### src/rtl/kfl_pkg.sv
// shared types and constants for the keyed free-list slot allocator
package kfl_pkg;

    localparam int MAX_SLOTS = 64;
    localparam int SLOT_W    = 6;
    localparam int COUNT_W   = 7;
    localparam int KEY_W     = 10;

    localparam logic [COUNT_W-1:0] POOL_MAX = COUNT_W'(MAX_SLOTS);
    localparam logic [COUNT_W-1:0] POOL_MIN = COUNT_W'(1);

    typedef enum logic [1:0] {
        ACT_ACQUIRE = 2'd0,
        ACT_RELEASE = 2'd1,
        ACT_LOOKUP  = 2'd2,
        ACT_NOP     = 2'd3
    } action_t;

    typedef enum logic [1:0] {
        ST_OK       = 2'd0,
        ST_EMPTY    = 2'd1,
        ST_RANGE    = 2'd2,
        ST_UNMAPPED = 2'd3
    } status_t;

endpackage

### src/rtl/keyed_free_list_slot_allocator_top.sv
// keyed free-list slot allocator: lifo slot pool with a key-to-slot map
//
// usage:
//   s_ channel carries one operation per transfer: s_tuser is the action
//   (acquire, release, lookup, no-op) and s_tdata holds the connection key.
//   m_ channel returns exactly one result per operation, in order.
//   cfg channel writes the pool size; cfg_ready is always high. a write
//   rebuilds the free chain 0..size-1 and clears the key map; the user must
//   issue it only while no operation is in flight; the block does not enforce it.
// pipeline and throughput:
//   one operation per cycle while the result register can drain. an operation
//   is registered at acceptance, together with the registered map read for its
//   key, and its result is registered in the result register when it proceeds.
//   the rate is set by the update of the free-list head, whose next link is
//   kept prefetched in a register from the link memory.
// reset:
//   aresetn low gives a pool of 64 slots, free chain 0..63, empty map and
//   empty pipeline. no initialization sweep is needed.
// stall:
//   with m_tready low one further operation is taken into the input
//   register, then s_tready drops until the result register drains.
module keyed_free_list_slot_allocator_top (
    input  logic        aclk,
    input  logic        aresetn,
    input  logic        s_tvalid,
    output logic        s_tready,
    input  logic [15:0] s_tdata,   // [9:0] conn_key, [15:10] zero
    input  logic [1:0]  s_tuser,   // [1:0] action
    output logic        m_tvalid,
    input  logic        m_tready,
    output logic [15:0] m_tdata,   // [5:0] slot_index, [7:6] status, [14:8] free_slots, [15] zero
    output logic        m_tuser,   // [0] slot_valid
    input  logic        cfg_valid,
    output logic        cfg_ready,
    input  logic [6:0]  cfg_data   // pool_slots
);

    localparam int SW = kfl_pkg::SLOT_W;
    localparam int CW = kfl_pkg::COUNT_W;
    localparam int KW = kfl_pkg::KEY_W;
    localparam int NS = kfl_pkg::MAX_SLOTS;

    // input register
    logic                  in_valid_reg;
    kfl_pkg::action_t      in_action_reg;
    logic [KW-1:0]         in_key_reg;
    logic [SW-1:0]         map_rd_reg;

    // allocator state
    logic [CW-1:0]         pool_reg;
    logic [SW-1:0]         head_reg;
    logic [SW-1:0]         head_next;
    logic [CW-1:0]         total_reg;
    logic [CW-1:0]         total_next;
    logic [SW-1:0]         link_rd_reg;
    logic [NS-1:0]         map_valid_reg;
    logic [NS-1:0]         link_valid_reg;
    logic [SW-1:0]         link_mem [NS];
    logic [SW-1:0]         map_mem  [NS];

    // result register
    logic                  m_valid_reg;
    logic [SW-1:0]         m_slot_reg;
    logic                  m_slot_valid_reg;
    kfl_pkg::status_t      m_status_reg;
    logic [CW-1:0]         m_free_reg;

    logic                  proceed;
    logic                  s_accept;
    logic                  cfg_write;
    logic [CW-1:0]         cfg_pool;
    logic [SW-1:0]         key_idx;
    logic [SW-1:0]         s_key_idx;
    logic                  in_range;
    logic [SW-1:0]         res_slot;
    logic                  res_valid;
    kfl_pkg::status_t      res_status;
    logic                  map_set;
    logic                  map_clr;
    logic                  link_we;
    logic                  pop_ok;

    assign cfg_ready = 1'b1;
    assign cfg_write = cfg_valid & cfg_ready;
    assign proceed   = in_valid_reg & (~m_valid_reg | m_tready);
    assign s_tready  = ~in_valid_reg | proceed;
    assign s_accept  = s_tvalid & s_tready;
    assign key_idx   = in_key_reg[SW-1:0];
    assign s_key_idx = s_tdata[SW-1:0];
    assign in_range  = in_key_reg < {{(KW-CW){1'b0}}, pool_reg};

    always_comb begin
        if (cfg_data == '0) begin
            cfg_pool = kfl_pkg::POOL_MIN;
        end else if (cfg_data > kfl_pkg::POOL_MAX) begin
            cfg_pool = kfl_pkg::POOL_MAX;
        end else begin
            cfg_pool = cfg_data;
        end
    end

    // operation logic
    always_comb begin
        res_slot   = '0;
        res_valid  = 1'b0;
        res_status = kfl_pkg::ST_OK;
        head_next  = head_reg;
        total_next = total_reg;
        map_set    = 1'b0;
        map_clr    = 1'b0;
        link_we    = 1'b0;
        pop_ok     = 1'b0;
        if (in_action_reg == kfl_pkg::ACT_NOP) begin
            res_status = kfl_pkg::ST_OK;
        end else if (!in_range) begin
            res_status = kfl_pkg::ST_RANGE;
        end else if (in_action_reg == kfl_pkg::ACT_ACQUIRE) begin
            if (total_reg == '0) begin
                res_status = kfl_pkg::ST_EMPTY;
            end else begin
                pop_ok     = 1'b1;
                res_slot   = head_reg;
                res_valid  = 1'b1;
                head_next  = link_rd_reg;
                total_next = total_reg - CW'(1);
                map_set    = 1'b1;
            end
        end else if (!map_valid_reg[key_idx]) begin
            res_status = kfl_pkg::ST_UNMAPPED;
        end else begin
            res_slot  = map_rd_reg;
            res_valid = 1'b1;
            if (in_action_reg == kfl_pkg::ACT_RELEASE) begin
                link_we   = 1'b1;
                head_next = map_rd_reg;
                map_clr   = 1'b1;
                if (total_reg < pool_reg) begin
                    total_next = total_reg + CW'(1);
                end
            end
        end
    end

    // input register and map read
    always_ff @(posedge aclk) begin
        if (!aresetn) begin
            in_valid_reg <= 1'b0;
        end else if (s_accept) begin
            in_valid_reg <= 1'b1;
        end else if (proceed) begin
            in_valid_reg <= 1'b0;
        end
    end

    always_ff @(posedge aclk) begin
        if (s_accept) begin
            in_action_reg <= kfl_pkg::action_t'(s_tuser);
            in_key_reg    <= s_tdata[KW-1:0];
            if (proceed && map_set && key_idx == s_key_idx) begin
                map_rd_reg <= head_reg;
            end else begin
                map_rd_reg <= map_mem[s_key_idx];
            end
        end
    end

    // memories
    always_ff @(posedge aclk) begin
        if (proceed && map_set) begin
            map_mem[key_idx] <= head_reg;
        end
        if (proceed && link_we) begin
            link_mem[map_rd_reg] <= head_reg;
        end
    end

    // control state and link prefetch
    always_ff @(posedge aclk) begin
        if (!aresetn) begin
            pool_reg       <= kfl_pkg::POOL_MAX;
            head_reg       <= '0;
            total_reg      <= kfl_pkg::POOL_MAX;
            link_rd_reg    <= SW'(1);
            map_valid_reg  <= '0;
            link_valid_reg <= '0;
        end else if (cfg_write) begin
            pool_reg       <= cfg_pool;
            head_reg       <= '0;
            total_reg      <= cfg_pool;
            link_rd_reg    <= SW'(1);
            map_valid_reg  <= '0;
            link_valid_reg <= '0;
        end else if (proceed) begin
            head_reg  <= head_next;
            total_reg <= total_next;
            if (map_set) begin
                map_valid_reg[key_idx] <= 1'b1;
            end
            if (map_clr) begin
                map_valid_reg[key_idx] <= 1'b0;
            end
            if (link_we) begin
                link_valid_reg[map_rd_reg] <= 1'b1;
            end
            if (link_we && map_rd_reg == head_next) begin
                link_rd_reg <= head_reg;
            end else if (link_valid_reg[head_next]) begin
                link_rd_reg <= link_mem[head_next];
            end else begin
                link_rd_reg <= head_next + SW'(1);
            end
        end
    end

    // result register
    always_ff @(posedge aclk) begin
        if (!aresetn) begin
            m_valid_reg <= 1'b0;
        end else if (proceed) begin
            m_valid_reg <= 1'b1;
        end else if (m_tready) begin
            m_valid_reg <= 1'b0;
        end
    end

    always_ff @(posedge aclk) begin
        if (proceed) begin
            m_slot_reg       <= res_slot;
            m_slot_valid_reg <= res_valid;
            m_status_reg     <= res_status;
            m_free_reg       <= total_next;
        end
    end

    assign m_tvalid = m_valid_reg;
    assign m_tuser  = m_slot_valid_reg;
    assign m_tdata  = {1'b0, m_free_reg, m_status_reg, m_slot_reg};

    a_total_bounded: assert property (@(posedge aclk) disable iff (!aresetn)
        total_reg <= pool_reg)
        else $error("free count exceeds pool size");

    a_pop_counts: assert property (@(posedge aclk) disable iff (!aresetn)
        proceed && pop_ok && !cfg_write |=> total_reg == $past(total_reg) - CW'(1))
        else $error("acquire did not take one slot from the pool");

    a_valid_means_ok: assert property (@(posedge aclk) disable iff (!aresetn)
        m_valid_reg && m_slot_valid_reg |-> m_status_reg == kfl_pkg::ST_OK)
        else $error("slot reported with an error status");

    a_empty_zero: assert property (@(posedge aclk) disable iff (!aresetn)
        m_valid_reg && m_status_reg == kfl_pkg::ST_EMPTY |-> m_free_reg == '0)
        else $error("pool empty reported with free slots left");

    a_cfg_rebuild: assert property (@(posedge aclk) disable iff (!aresetn)
        cfg_write |=> head_reg == '0 && total_reg == pool_reg && map_valid_reg == '0)
        else $error("pool size write did not rebuild the free list");

endmodule

### config.mk
export PLATFORM = sky130hd
export DESIGN_NAME = keyed_free_list_slot_allocator_top
export DESIGN_NICKNAME = d
export VERILOG_FILES = /design/src/rtl/kfl_pkg.sv /design/src/rtl/keyed_free_list_slot_allocator_top.sv
export SDC_FILE = /design/constraint.sdc
export NUM_CORES = 1
export LEC_CHECK = 0
export ABC_AREA = 1
export BUFFER_PORTS_ARGS = -buffer_cell sky130_fd_sc_hd__buf_4
export CORE_MARGIN = 4
export CORE_UTILIZATION = 30
export DETAILED_ROUTE_END_ITERATION = 10
export PLACE_DENSITY_LB_ADDON = 0.08
export SLEW_MARGIN = 20
export SYNTH_ARGS = -nofsm -noshare
export SYNTH_HDL_FRONTEND = slang
export SYNTH_SLANG_ARGS = --single-unit
### constraint.sdc
create_clock -name aclk -period 3.53 [get_ports aclk]
set_input_delay 0.706 -clock aclk [delete_from_list [all_inputs] [get_ports aclk]]
set_output_delay 0.706 -clock aclk [all_outputs]
set_load 0.01 [all_outputs]
==> metrics.md, run 1 <==
| Metric | Value |
|---|---|
| Biggest regs | link_mem x384, map_mem x384 |
| Type of destination of the critical path | flip-flop |
| Met2 WL | 66,110 um |
| Failing checks | negative setup slack |
| Design area | 51,740 um^2 |
| Tightest Pin Transition | 0.9996 ns |
| Post-Route WL | 137,100 um |
| Hold-fix buffers, CTS | 0 |
| Min-delay src | s_tdata[6] |
| Outcome | complete, but fails checks |
| RR Startpoint | in_key_reg[0] |
| Cell-internal power | 19.60 mW |
| Cell Area, Synth | 40,950 um^2 |
| Share of layout cells above drive strength 1 | 0.2055 |
| Clock share of power | 0.445 |
| CTS root buffer | clkbuf_16 |
| Hold Path Stages | 1 |
| Post-layout util | 0.3819 |
| Yosys Warn Count | 0 |
| Total power draw | 25.70 mW |
| Post-synthesis cell type count | 52 |
| Post-DP HPWL | 85,610 um |
| GP Congestion | 0.8305 |
| Comb pwr share | 0.078 |
| Total number of vias | 30,078 |
| # IOs | 50 |
| Global-route wire length before repair | 199,000 um |
| Clock sink count | 958 |
| Max_cap viols | 0 |
| Final count of hold timing violations | 0 |
| Total track usage | 0.1876 |
| Wl on met1 | 62,280 um |
| Initial Util | 0.3023 |
| Reg2Reg Depth | 30 |
| Leak | 19.87 nW |
| Core box area | 135,500 um^2 |
| Headroom to the max-slew limit | 0.3336 |
| VDD IR max | 0.3763 mV |
| ANT nets after route | 0 |
| Worst Hold End | in_key_reg[6] |
| Max stage delay on crit path | 0.42 ns |
| DP Area | 46,490 um^2 |
| CP max FO | 6 |
| Pre-Repair DR Iteration Count | 7 |
| RSZ-0062 raised after global routing | true |
| Vias in the first global route | 29,667 |
| Setup slack, reg-to-reg | -0.19 ns |
| Period utilization | 1.054 |
| CTS tree | yes |
| DIE AREA | 142,500 um^2 |
| Most frequent CP cell | nand2_2 |
| Critical path arrival | 4.37 ns |
| Top Metal Used | met4 |
| DR vias/cell | 4.795 |
| Asr flop ratio synth | 0 |
| Maximum clock frequency | 268.9 MHz |
| Clock Latency Late Sink | 0.73 ns |
| Number of DRC markers in iteration 0 | 2,010 |
| Reg clk slew, reported paths | 0.07 ns |
| Crit-path slowest cell | edfxtp_1 |
| Switching power | 6.092 mW |
| Crit path time final | 3.719 ns |
| Hold Crit Class | input port to flip-flop |
| Net count after synthesis | 3,992 |
| FF-to-FF End | link_rd_reg[3] |
| Final setup margin | -0.1894 ns |
| Mapped Cells | 3,947 |
| Sw Share | 0.2371 |
| N_diodes | 0 |
| Met3 WL post-DR | 4413 um |
| Antenna violations before repair | 3 |
| Area growth, synth to finish | 26.34% |
| Clock buffer depth | 3 |
| Mean Syn Cell Area | 10.38 um^2 |
| Setup TNS | -1.032 ns |
| Layout fillers | 13,556 |
| Total gr overflow | 0 |
| Post-route DRC | 0 |
| CP Class | flip-flop to flip-flop |
| DIE HEIGHT | 377.5 um |
| Htree depth | 3 |
| Largest net degree at the start of global routing | 85 |
| Setup violations, final | 6 |
| Sequential area share after synthesis | 0.6643 |
| Post-synth EDFFs | 802 |
| Post-DR wirelength/cell | 21.85 um |
| Primary FF master, synth | edfxtp_1 |
| Fin nets | 4,440 |
| Buffers added on ports | 41 |
| Hold Worst Slack | 0.1670 ns |
| Max Slew Vio Count | 0 |
| Worst path required time | 4.18 ns |
| Yosys reg bits | 958 |
| Skew final | 0.02860 ns |
| Pwr dens | 496.6 nW/um^2 |
| Seq pwr share | 0.477 |
| Die X | 377.5 um |
| Site row count | 135 |
| CP startpoint kind | flip-flop |
| CTS Buf Count | 109 |
cell usage after synthesis, types with 3 or more instances:
master / instances / area [um^2]
edfxtp_1: 802 / 24080
nand3_1: 351 / 1757
o22ai_1: 106 / 663.1
nand2_4: 3 / 33.78
o211ai_1: 6 / 45.04
dfxtp_1: 156 / 3123
nor2_2: 9 / 56.30
clkbuf_1: 119 / 446.7
nor2_4: 4 / 45.04
nor2_1: 639 / 2399
nand2_1: 788 / 2958
nand3b_1: 22 / 165.2
buf_4: 31 / 232.7
xor2_1: 9 / 78.83
nor3_1: 19 / 95.09
clkinv_1: 3 / 11.26
or2_1: 3 / 18.77
o221ai_1: 31 / 271.5
o21ai_0: 329 / 1647
nand2_2: 9 / 56.30
ha_1: 15 / 187.7
o311ai_0: 3 / 26.28
inv_1: 212 / 795.8
buf_1: 5 / 18.77
buf_2: 47 / 235.2
inv_2: 13 / 48.80
o21ai_1: 8 / 40.04
a31oi_1: 71 / 444.2
buf_6: 24 / 270.3
a21oi_1: 78 / 390.4
per-stage QoR:
stage	setup slack (ns)	instances
final	-0.1894	6273
after global routing	-0.3357	6273
after CTS	-0.1479	6246
after detailed placement	-0.4808	6000
after global placement	-0.4811	6000
after floorplan	0.1364	3947
worst max-delay path, delay by kind of cell, from the launching register on:
kind | cells | cell delay [ns]
DFF | 1 | 0.42
AOI/OAI and AO/OA | 2 | 0.29
and+or+nand+nor | 20 | 1.82
buffers and inverters | 8 | 1.08
power by group through the flow:
stage               logic [mW]  registers, mW  clock network [mW]
finish                    2.00           12.3                11.4
global route              2.17           12.3                12.2
CTS                       1.90           12.3                11.8
detailed placement        1.80           12.5                   0
global placement          1.80           12.5                   0
floorplan                0.880           12.5                   0
cells by family (layout without fill, tap and decap cells):
group	after synthesis	in the layout	share of synthesized area
and+or+nand+nor	1858	1859	0.1879
adders and majority gates	15	15	0.004583
AOI/OAI and AO/OA	646	646	0.08970
xor gates and xnor gates	11	11	0.002353
DFF	958	958	0.6643
buffers and inverters	457	1001	0.05096
other	2	2	0.0001834
cell usage in the layout, fill, tap and decap left out, types with 15 or more instances in the layout:
cell type / netlist / routed
clkbuf_1: 119 / 31
nor2_4: 4 / 16
clkinv_2: 0 / 28
buf_12: 0 / 69
nand2_1: 788 / 744
nand3b_1: 22 / 22
nand3_2: 1 / 43
nor3_1: 19 / 19
edfxtp_1: 802 / 802
a31oi_1: 71 / 71
nand2_2: 9 / 44
ha_1: 15 / 15
nor2_1: 639 / 620
clkbuf_16: 0 / 118
buf_6: 24 / 32
inv_1: 212 / 207
nor2_2: 9 / 16
a21oi_1: 78 / 65
o22ai_1: 106 / 105
buf_4: 31 / 443
o21ai_0: 329 / 329
nand3_1: 351 / 307
dfxtp_1: 156 / 150
o221ai_1: 31 / 31
metal layers:
layer / vias up / global-route usage
li1: 14633 / -
met1: 14664 / 0.2502
met2: 559 / 0.3192
met3: 222 / 0.02371
met4: 0 / 0.05645
met5: - / 0
worst max-delay path by stage:
stage                  startpoint        endpoint  slack, ns  cells after the start
detailed placement  in_key_reg[0]  link_rd_reg[0]      -0.48                     25
finish              in_key_reg[0]  link_rd_reg[3]      -0.19                     30
CTS                 in_key_reg[0]  link_rd_reg[5]      -0.15                     26
floorplan             head_reg[5]  link_rd_reg[3]       0.14                     13
global route        in_key_reg[0]  link_rd_reg[4]      -0.34                     24
global placement    in_key_reg[0]  link_rd_reg[0]      -0.48                     25
layout make-up:
type | instances | area (um^2) | area share
Sequential cell | 958 | 27230 | 0.5263
Multi-Input combinational cell | 2533 | 12300 | 0.2377
Timing Repair Buffer | 562 | 5480 | 0.1059
Clock buffer | 153 | 3034 | 0.05864
Tap cell | 1781 | 2228 | 0.04307
Inverter | 230 | 892.1 | 0.01724
Clock inverter | 55 | 570.5 | 0.01103
Timing Repair inverter | 1 | 6.256 | 0.0001209
what timing repair did:
action | 4_1_cts | 5_1_grt
pin swaps | 20 | 78
gates cloned | 7 | 8
buffers inserted | 31 | 23
endpoints found under the setup margin | 90 | 287
resized for setup | 70 | 146
No activity file was read; power rests on OpenSTA's default activity.
==> run 2, diff against run 1 <==
Settings changed: CORE_UTILIZATION 30 to 60.
Clock period 3.53 ns to 4.2 ns, I/O delays scaled along.
==> run 2 against run 1 <==
The flow now finishes without violations. Die area shrank 49%. Global-route usage grew 10 points. Routed wire length shrank 21%. Critical path type unchanged. Clock skew shrank 0.0018 ns. Sequential share of layout area grew 6.6 points. Utilization grew 30 points. Via count shrank 0.84%. Total power shrank 20%.
==> metrics.md, run 2 (synthesis gave the netlist of run 1 again) <==
| Metric | Value |
|---|---|
| DIE AREA | 72,500 um^2 |
| DP Area | 42,340 um^2 |
| Die X | 269.3 um |
| Headroom to the max-slew limit | 0.2570 |
| Clock buffer depth | 3 |
| RR Startpoint | in_key_reg[5] |
| Total gr overflow | 0 |
| Max Slew Vio Count | 0 |
| Maximum clock frequency | 250.0 MHz |
| Vias in the first global route | 28,656 |
| Reg clk slew, reported paths | 0.06 ns |
| Clock Latency Late Sink | 0.66 ns |
| Period utilization | 0.9525 |
| Area growth, synth to finish | 12.29% |
| Leak | 17.29 nW |
| Most frequent cells in the layout | edfxtp_1, nand2_1, nor2_1, nand3_1, o21ai_0 |
| CTS tree | yes |
| Post-DP HPWL | 64,950 um |
| Total number of vias | 29,824 |
| Pwr dens | 449.7 nW/um^2 |
| Fin nets | 4,032 |
| Initial Util | 0.6076 |
| Skew final | 0.02684 ns |
| Hold Crit Class | input port to flip-flop |
| Setup slack, reg-to-reg | 0.20 ns |
| Global-route wire length before repair | 164,400 um |
| Share of layout cells above drive strength 1 | 0.09880 |
| CP endpoint | link_rd_reg[3] |
| Type of destination of the critical path | flip-flop |
| Commonest non-fill, non-tap cell in the layout | edfxtp_1 |
| Total track usage | 0.2885 |
| Largest net degree at the start of global routing | 102 |
| Core box area | 67,400 um^2 |
| Final count of hold timing violations | 0 |
| Antenna violations before repair | 1 |
| Htree depth | 3 |
| CTS root buffer | clkbuf_16 |
| Outcome | finished clean |
| Biggest regs | link_mem x384, map_mem x384 |
| Post-DR wirelength/cell | 21.87 um |
| DIE HEIGHT | 269.3 um |
| Post-Route WL | 108,100 um |
| Number of DRC markers in iteration 0 | 3,465 |
| Post-route DRC | 0 |
| Pre-Repair DR Iteration Count | 6 |
| DR vias/cell | 6.034 |
| FF-to-FF End | link_rd_reg[3] |
| CP Class | flip-flop to flip-flop |
| Setup violations, final | 0 |
| Reg2Reg Depth | 24 |
| CTS Buf Count | 95 |
| Buffers added on ports | 41 |
| Design area | 45,990 um^2 |
| Tightest Pin Transition | 1.115 ns |
| GP Congestion | 0.9292 |
| Clock sink count | 958 |
| Crit path time final | 4.001 ns |
| Setup TNS | 0 ns |
| Finished Layout Cells | 4,943 |
| Max_cap viols | 0 |
| Crit path from | in_key_reg[5] |
| Worst path required time | 4.76 ns |
| VDD IR max | 0.4721 mV |
| Placed cell count | 4,751 |
| # IOs | 50 |
| ANT nets after route | 0 |
| CP startpoint kind | flip-flop |
| CP max FO | 35 |
| Site row count | 95 |
| Critical path arrival | 4.57 ns |
-- run 2: what timing repair did --
item	in CTS	in global routing
hold buffers	0	0
setup buffers	0	8
endpoints found under the setup margin	0	383
resized for setup	0	25
-- run 2: worst min path at each step --
stage,startpoint,slack (ns),to,depth (start not counted)
4_1_cts,s_tuser[0],0.33,in_action_reg[0],1
3_3_place_gp,link_valid_reg[60],0.44,link_valid_reg[60],2
6_report,s_tuser[0],0.36,in_action_reg[0],1
2_1_floorplan,link_valid_reg[48],0.43,link_valid_reg[48],2
3_5_place_dp,link_valid_reg[5],0.46,link_valid_reg[5],2
5_1_grt,s_tuser[0],0.34,in_action_reg[0],1
-- run 2: final cells by class --
class	count	area, um^2
fill	4961	21410
clock buffer	136	2714
clock inverter	43	684.4
inverter	230	875.8
timing repair buffer	169	1630
sequential	958	27230
antenna	1	2.502
multi-input combinational	2533	11760
tap	873	1092
-- run 2: layer usage --
metal / vias up / wire length, um / GRT usage / part of all wire
met4: 2 / 4796 / 0.1236 / 0.044
met3: 265 / 7935 / 0.03707 / 0.073
met2: 1366 / 53530 / 0.4960 / 0.50
li1: 13764 / - / - / -
met1: 14427 / 41820 / 0.3730 / 0.39
met5: - / 13 / 0 / 0.00012
-- run 2: report_power, final --
| part | total (mW) | internal (mW) | switching [mW] | leakage [nW] |
|---|---|---|---|---|
| clock network | 9.11 | 5.51 | 3.60 | 1.65 |
| registers | 10.3 | 10.3 | 0.0591 | 9.56 |
| logic | 1.24 | 0.362 | 0.880 | 6.07 |
| total | 20.7 | 16.1 | 4.54 | 17.3 |
-- run 2: metrics by stage --
step	utilization	setup slack, ns	total power [mW]	hold WS [ns]
6_report	0.6823	0.1993	20.68	0.3589
5_1_grt	0.6823	-0.01003	21.28	0.3400
4_1_cts	0.6787	0.02008	20.70	0.3350
3_5_place_dp	0.6283	0.04365	11.72	0.4580
3_3_place_gp	0.6283	0.1116	11.69	0.4424
2_1_floorplan	-	0.3596	11.28	0.4311
-- run 2: worst max-delay path, cell delays in order, from the launching register on --
cell,delay (ns)
edfxtp_1,0.47
ha_1,0.35
a21oi_1,0.16
o21ai_0,0.12
a21boi_2,0.18
nand2_1,0.12
nor2_4,0.17
inv_2,0.06
buf_4,0.20
nand2_4,0.20
a21boi_4,0.24
buf_12,0.23
buf_12,0.23
nand2_1,0.08
nand3_1,0.07
nand3_1,0.13
nand3_1,0.17
nand2_1,0.07
nand2_1,0.11
nand3_1,0.09
nand2_1,0.08
nand2_1,0.06
nand3_1,0.09
nand2_1,0.07
a21oi_1,0.13
